==> src/design/rcrc_pkg.sv <==
// Shared types, register indexes and polynomials for the reflected CRC engine.
package rcrc_pkg;

    localparam int unsigned CRC_W      = 32;
    localparam int unsigned BYTE_W     = 8;
    localparam int unsigned CFG_IDX_W  = 2;
    localparam int unsigned CFG_DATA_W = 32;

    localparam logic [CRC_W-1:0] POLY_FCS16   = 32'h0000_8408;
    localparam logic [CRC_W-1:0] POLY_MODBUS  = 32'h0000_A001;
    localparam logic [CRC_W-1:0] POLY_CRC32   = 32'hEDB8_8320;
    localparam logic [15:0]      MODBUS_START = 16'hFFFF;
    localparam logic [CRC_W-1:0] CRC_RESET    = 32'hFFFF_FFFF;
    localparam logic [CRC_W-1:0] INIT_RESET   = 32'hFFFF_FFFF;

    // Configuration register indexes.
    localparam logic [CFG_IDX_W-1:0] REG_CRC_MODE   = 2'd0;
    localparam logic [CFG_IDX_W-1:0] REG_INIT_VALUE = 2'd1;

    typedef enum logic [1:0] {
        MODE_FCS16  = 2'd0,
        MODE_MODBUS = 2'd1,
        MODE_CRC32  = 2'd2
    } crc_mode_t;

    typedef struct packed {
        logic [BYTE_W-1:0] data_byte;
        logic              first_byte;
        logic              last_byte;
    } crc_in_t;

    typedef struct packed {
        logic [CRC_W-1:0] crc_value;
        logic             crc_final;
    } crc_out_t;

    typedef struct packed {
        crc_mode_t        mode;
        logic [CRC_W-1:0] init_value;
    } crc_cfg_t;

endpackage

==> src/design/rcrc_cfg_regs.sv <==
// Configuration register file: CRC mode and initial value.
module rcrc_cfg_regs (
    input  logic                                clk,
    input  logic                                rst_n,
    input  logic                                cfg_valid,
    output logic                                cfg_ready,
    input  logic [rcrc_pkg::CFG_IDX_W-1:0]      cfg_index,
    input  logic [rcrc_pkg::CFG_DATA_W-1:0]     cfg_data,
    output rcrc_pkg::crc_cfg_t                  cfg
);

    rcrc_pkg::crc_mode_t             mode_reg;
    rcrc_pkg::crc_mode_t             mode_next;
    logic [rcrc_pkg::CRC_W-1:0]      init_reg;
    logic [rcrc_pkg::CRC_W-1:0]      init_next;

    // Writes are always taken; indexes past the register list fall through.
    assign cfg_ready = 1'b1;

    always_comb
    begin
        mode_next = mode_reg;
        init_next = init_reg;
        if (cfg_valid)
        begin
            case (cfg_index)
                rcrc_pkg::REG_CRC_MODE:
                begin
                    mode_next = rcrc_pkg::crc_mode_t'(cfg_data[1:0]);
                end
                rcrc_pkg::REG_INIT_VALUE:
                begin
                    init_next = cfg_data;
                end
                default:
                begin
                    mode_next = mode_reg;
                end
            endcase
        end
    end

    always_ff @(posedge clk or negedge rst_n)
    begin
        if (!rst_n)
        begin
            mode_reg <= rcrc_pkg::MODE_FCS16;
            init_reg <= rcrc_pkg::INIT_RESET;
        end
        else
        begin
            mode_reg <= mode_next;
            init_reg <= init_next;
        end
    end

    assign cfg.mode       = mode_reg;
    assign cfg.init_value = init_reg;

endmodule

==> src/design/rcrc_fold.sv <==
// Combinational byte fold: picks the start value and polynomial, then
// shifts eight bits through the reflected CRC.
module rcrc_fold (
    input  rcrc_pkg::crc_cfg_t               cfg,
    input  logic [rcrc_pkg::CRC_W-1:0]       running_crc,
    input  logic [rcrc_pkg::BYTE_W-1:0]      data_byte,
    input  logic                             first_byte,
    output logic [rcrc_pkg::CRC_W-1:0]       crc_result
);

    logic [rcrc_pkg::CRC_W-1:0] start;
    logic [rcrc_pkg::CRC_W-1:0] poly;
    logic [rcrc_pkg::CRC_W-1:0] shift_crc;

    // Sixteen-bit modes keep the upper half zero; with a 16-bit polynomial
    // the right shifts never bring a one into it.
    always_comb
    begin
        case (cfg.mode)
            rcrc_pkg::MODE_FCS16:
            begin
                poly  = rcrc_pkg::POLY_FCS16;
                start = first_byte ? {16'h0000, cfg.init_value[15:0]}
                                   : {16'h0000, running_crc[15:0]};
            end
            rcrc_pkg::MODE_MODBUS:
            begin
                poly  = rcrc_pkg::POLY_MODBUS;
                start = first_byte ? {16'h0000, rcrc_pkg::MODBUS_START}
                                   : {16'h0000, running_crc[15:0]};
            end
            default:
            begin
                // CRC-32 and the unused code 3 share the 32-bit path.
                poly  = rcrc_pkg::POLY_CRC32;
                start = first_byte ? cfg.init_value : running_crc;
            end
        endcase
    end

    always_comb
    begin
        shift_crc = start ^ {{(rcrc_pkg::CRC_W-rcrc_pkg::BYTE_W){1'b0}}, data_byte};
        for (int b = 0; b < rcrc_pkg::BYTE_W; b++)
        begin
            shift_crc = shift_crc[0] ? ((shift_crc >> 1) ^ poly) : (shift_crc >> 1);
        end
        crc_result = shift_crc;
    end

endmodule

==> src/design/reflected_crc16_crc32_engine.sv <==
// Top level of the reflected byte-serial CRC engine (FCS-16, MODBUS, CRC-32).
//
//  Channel   Signals                                   Direction  Moves
//  input     in_valid, in_stall, in_data               in         one byte request
//  output    out_valid, out_stall, out_data            out        running CRC, final flag
//  config    cfg_valid, cfg_ready, cfg_index, cfg_data in         register write
//
// A request is taken into the input register, folded through eight unrolled
// shift steps and stored in the result register once that register is free.
// One request per cycle is sustained while the output is not stalled; the
// running CRC register closes the loop between consecutive bytes through the
// fold logic.
// Reset (rst_n low, asynchronous) empties both stages, sets mode FCS-16,
// the initial value and the running CRC to all ones.
// A stalled result holds the result register; a full input register then holds
// too, and in_stall rises only while both stages are full.
module reflected_crc16_crc32_engine (
    input  logic                             clk,
    input  logic                             rst_n,

    input  logic                             in_valid,
    output logic                             in_stall,
    input  rcrc_pkg::crc_in_t                in_data,

    output logic                             out_valid,
    input  logic                             out_stall,
    output rcrc_pkg::crc_out_t               out_data,

    input  logic                             cfg_valid,
    output logic                             cfg_ready,
    input  logic [rcrc_pkg::CFG_IDX_W-1:0]   cfg_index,
    input  logic [rcrc_pkg::CFG_DATA_W-1:0]  cfg_data
);

    rcrc_pkg::crc_cfg_t             cfg;

    // Input stage.
    logic                           req_valid_reg;
    logic                           req_valid_next;
    rcrc_pkg::crc_in_t              req_reg;
    rcrc_pkg::crc_in_t              req_next;

    // Result stage and the running CRC that carries between bytes.
    logic                           res_valid_reg;
    logic                           res_valid_next;
    rcrc_pkg::crc_out_t             res_reg;
    rcrc_pkg::crc_out_t             res_next;
    logic [rcrc_pkg::CRC_W-1:0]     running_crc_reg;
    logic [rcrc_pkg::CRC_W-1:0]     running_crc_next;

    logic [rcrc_pkg::CRC_W-1:0]     crc_result;
    logic                           res_free;
    logic                           advance;
    logic                           req_take;

    rcrc_cfg_regs u_cfg (
        .clk       (clk),
        .rst_n     (rst_n),
        .cfg_valid (cfg_valid),
        .cfg_ready (cfg_ready),
        .cfg_index (cfg_index),
        .cfg_data  (cfg_data),
        .cfg       (cfg)
    );

    rcrc_fold u_fold (
        .cfg         (cfg),
        .running_crc (running_crc_reg),
        .data_byte   (req_reg.data_byte),
        .first_byte  (req_reg.first_byte),
        .crc_result  (crc_result)
    );

    // The result register can load whenever it is empty or being drained.
    assign res_free = !res_valid_reg || !out_stall;
    // The held request moves on into the result register.
    assign advance  = req_valid_reg && res_free;
    // The input register is free when empty or when its request moves on.
    assign in_stall = req_valid_reg && !res_free;
    assign req_take = in_valid && !in_stall;

    always_comb
    begin
        req_valid_next   = req_valid_reg;
        req_next         = req_reg;
        res_valid_next   = res_valid_reg;
        res_next         = res_reg;
        running_crc_next = running_crc_reg;

        if (res_free)
        begin
            res_valid_next = advance;
        end
        if (advance)
        begin
            res_next.crc_value = crc_result;
            res_next.crc_final = req_reg.last_byte;
            // The next byte sees this result in the following cycle.
            running_crc_next   = crc_result;
        end

        if (!req_valid_reg || advance)
        begin
            req_valid_next = in_valid;
        end
        if (req_take)
        begin
            req_next = in_data;
        end
    end

    always_ff @(posedge clk or negedge rst_n)
    begin
        if (!rst_n)
        begin
            req_valid_reg   <= 1'b0;
            res_valid_reg   <= 1'b0;
            running_crc_reg <= rcrc_pkg::CRC_RESET;
        end
        else
        begin
            req_valid_reg   <= req_valid_next;
            res_valid_reg   <= res_valid_next;
            running_crc_reg <= running_crc_next;
        end
    end

    // Payload registers carry no reset.
    always_ff @(posedge clk)
    begin
        req_reg <= req_next;
        res_reg <= res_next;
    end

    assign out_valid = res_valid_reg;
    assign out_data  = res_reg;

endmodule

==> config.mk <==
export PLATFORM = sky130hd
export DESIGN_NAME = reflected_crc16_crc32_engine
export DESIGN_NICKNAME = d
export VERILOG_FILES = /design/src/design/rcrc_pkg.sv /design/src/design/rcrc_cfg_regs.sv /design/src/design/rcrc_fold.sv /design/src/design/reflected_crc16_crc32_engine.sv
export SDC_FILE = /design/constraint.sdc
export NUM_CORES = 1
export LEC_CHECK = 0
export BUFFER_PORTS_ARGS = -buffer_cell sky130_fd_sc_hd__buf_2
export CORE_MARGIN = 3
export CORE_UTILIZATION = 40
export CTS_CLUSTER_DIAMETER = 200
export DETAILED_ROUTE_END_ITERATION = 6
export MAX_ROUTING_LAYER = met4
export PLACE_DENSITY_LB_ADDON = 0.25
export SLEW_MARGIN = 0
export SYNTH_ARGS = -nofsm -noshare
export SYNTH_HDL_FRONTEND = slang
export SYNTH_SLANG_ARGS = --single-unit
export TNS_END_PERCENT = 30
==> constraint.sdc <==
create_clock -name clk -period 4.2 [get_ports clk]
set_input_delay 0.21 -clock clk [delete_from_list [all_inputs] [get_ports clk]]
set_output_delay 0.21 -clock clk [all_outputs]
set_load 0.05 [all_outputs]
==> out/summary.txt <==
Yosys top cell by area: dfstp_2
worst reg2reg startpoint: req_reg[1]$_DFFE_PP_
worst-path cell chain: nor2_1 -> a31oi_2 -> xor2_1 -> a22oi_2 -> xnor2_4 -> xnor2_1 -> xnor2_1 -> xnor2_1 -> and2_1
Hold Buf Count CTS: 0
initial antenna violation count: 0
max-slew violations: 0
Multi-input gate area: 3000 um^2
Final nets: 623
Post-Syn Area: 6230 um^2
initial core utilization: 41.9%
FFs w/ async S/R, synth: 61.3%
vias in the first global route: 4052
Post-CTS Setup Bufs: 0
CTS resizes: 0
Synth Flop Type: dfstp_2
EDFF count, synth: 43
Min Clock Period, post-route: 3730 ps
first-pass GRT wire length: 23.1 mm
Ports: 85
flop2flop setup slack: 470 ps
headroom to the max-slew limit: 44.7%
Final Hold Viols: 0
Clock Pin Slew Worst Setup and Hold Paths: 80 ps
Critical Path AT: 3850 ps
WS Path Type: register to register
CP dominant cell by count: xnor2_1
post-synthesis register bit count: 111
most common cell in the netlist: dfstp_2
Die Width: 131 um
maximum buffer depth of the clock tree: 2
WL/cell: 19.1 um
fillcell total: 1372
Syn Inst Count: 488
CTS sink cnt: 111
Leak Pwr: 0.00289 uW
core area: 14900 um^2
Final Cell Area: 7170 um^2
CP max stage delay: 850 ps
Max-Cap Viols: 0
# setup viols final: 0
total negative slack: 0 ps
H-Tree Level Count: 3
Skew-Pair Late Insertion Delay: 360 ps
CP startpoint: req_reg[1]$_DFFE_PP_
Total Die Area: 17100 um^2
max reg flops: 33
IO Port Bufs: 83
YS warnings: 0
Post-Route WL: 14.5 mm
total gr overflow: 0
synth unique cells: 61
DR iter-0 viols: 173
top cells by area, synth: dfstp_2 (27%), edfxtp_1 (21%), mux2_2 (11%), xnor2_1 (8.2%), mux2i_1 (3.1%)
DRC violations left: 0
critical path endpoint category: register
vias per cell: 5.00
CTS tree: done
post-synth net total: 537
share of cells above drive strength 1: 46.5%
Req. time, crit path: 4320 ps
RSZ-0062 raised after global routing: no
P per Cell Area: 892 nW/um^2
Worst Hold Launch: in_data[0]
slew at the pin closest to its max-slew limit: 829 ps
synthesis-to-finish area growth: 15.1%
DP Wirelength: 10.8 mm
All-Layer GR Usage: 18.7%
Post-DP Area: 6860 um^2
Hold Crit Class: input port to register
via count: 3814
Rows: 44
Root Buffer: clkbuf_16
drt first pass iters: 4
Critical Path Slowest Stage Cell: edfxtp_1
height of the die: 131 um
antenna viol nets, final: 0
most instantiated cells after synthesis: dfstp_2 (64), mux2_2 (59), xnor2_1 (58)
Avg Synthesized Cell Area: 12.8 um^2
VDD IR-drop max: 0.000300 V
Setup crit start kind: register
outcome: finished clean
Final Cycle Share: 88.9%
register area share after synthesis: 49.3%
antenna fix cells: 0
share of the synthesized area in the top cell type: 27.0%
Final GP Congestion: 0.902
CTS Buf Count: 9
register area: 3070 um^2
crit-path max FO: 19
pin count of the biggest net entering global routing: 41
clk_skew: 11.0 ps
fmax: 268 MHz
==> cell usage in the layout, fill, tap and decap left out, types with 3 or more instances in the layout <==
| cell | n |
|---|---|
| o22ai_2 | 3 |
| nor2_1 | 38 |
| mux2_2 | 59 |
| nor3_1 | 4 |
| dfstp_2 | 64 |
| xnor2_1 | 58 |
| nor3b_1 | 6 |
| nand2b_1 | 5 |
| mux2i_1 | 19 |
| xnor2_4 | 4 |
| xnor3_1 | 8 |
| inv_1 | 7 |
| nand3_1 | 6 |
| a31oi_2 | 3 |
| a21oi_1 | 11 |
| xor2_1 | 17 |
| a22o_1 | 3 |
| xnor2_2 | 8 |
| edfxtp_1 | 43 |
| buf_4 | 14 |
| o21ai_0 | 12 |
| buf_2 | 83 |
| and2_1 | 9 |
| o22ai_1 | 4 |
| dfrtp_1 | 4 |
| nand2_1 | 27 |
| clkbuf_16 | 9 |
| a211oi_1 | 3 |
| a22oi_1 | 4 |
==> final timing paths <==
path,endpoint,cells past startpoint
setup / recovery,out_data[24]$_DFFE_PP_,9
hold / removal,req_reg[0]$_DFFE_PP_,1
setup reg to reg,out_data[24]$_DFFE_PP_,9
hold reg to reg,out_data[0]$_DFFE_PP_,0
max in group asynchronous,running_crc_reg[2]$_DFFE_PN1P_,2
min in group asynchronous,u_cfg.init_reg[23]$_DFFE_PN1P_,1
==> power breakdown <==
group | internal, uW | switching [uW] | leakage (uW) | total, uW
clock network | 469 | 411 | 0.000143 | 880
registers | 1740 | 187 | 0.00114 | 1920
logic | 1480 | 2120 | 0.00161 | 3600
total | 3680 | 2720 | 0.00289 | 6400
==> worst max-delay path: cells and delay by family (launching register included) <==
kind | cells | cell delay, ps
xor gates and xnor gates | 5 | 1750
DFF | 1 | 850
AOI/OAI and AO/OA | 2 | 510
and+or+nand+nor | 2 | 360
==> kinds of logic (layout without fill, tap and decap cells) <==
kind of cell	count (synthesis)	after routing	share of synthesized area (%)
DFF	111	111	49.3
buffers and inverters	32	123	2.51
other	1	1	0.0602
xor gates and xnor gates	98	98	18.4
muxes	79	79	13.9
AOI/OAI and AO/OA	58	58	7.09
and+or+nand+nor	109	109	8.64
==> final cells by class <==
class,count,area share (%)
well taps,184,3.21
inverters,9,0.471
repair buffers,98,7.40
multi-input cells,345,41.8
clock buffers,9,3.14
clock inverters,7,1.12
flip-flops and latches,111,42.8
==> layer usage <==
metal  wire, um  global-route usage, %  vias to the layer above  part of all wire, %
met3        675                   4.72                       15                  4.6
met4        187                   4.54                        0                  1.3
met2       6710                   28.0                       90                   46
li1           -                      -                     1874                    -
met5          0                      -                        -                    0
met1       6970                   25.8                     1835                   48
==> per-stage QoR <==
stage | total power (uW) | worst slack (ps) | instances | hold slack [ps] | utilization (%)
after floorplan | 4740 | 1390 | 488 | -85.6 | -
after CTS | 6470 | 440 | 762 | 3.33 | 48.2
after global placement | 5540 | 441 | 746 | 388 | 46.1
after global routing | 6840 | 235 | 763 | 1.20 | 48.3
final | 6400 | 466 | 763 | 16.8 | 48.3
after detailed placement | 5560 | 460 | 746 | 388 | 46.1
Note: power is estimated with default switching activity, not from simulation.
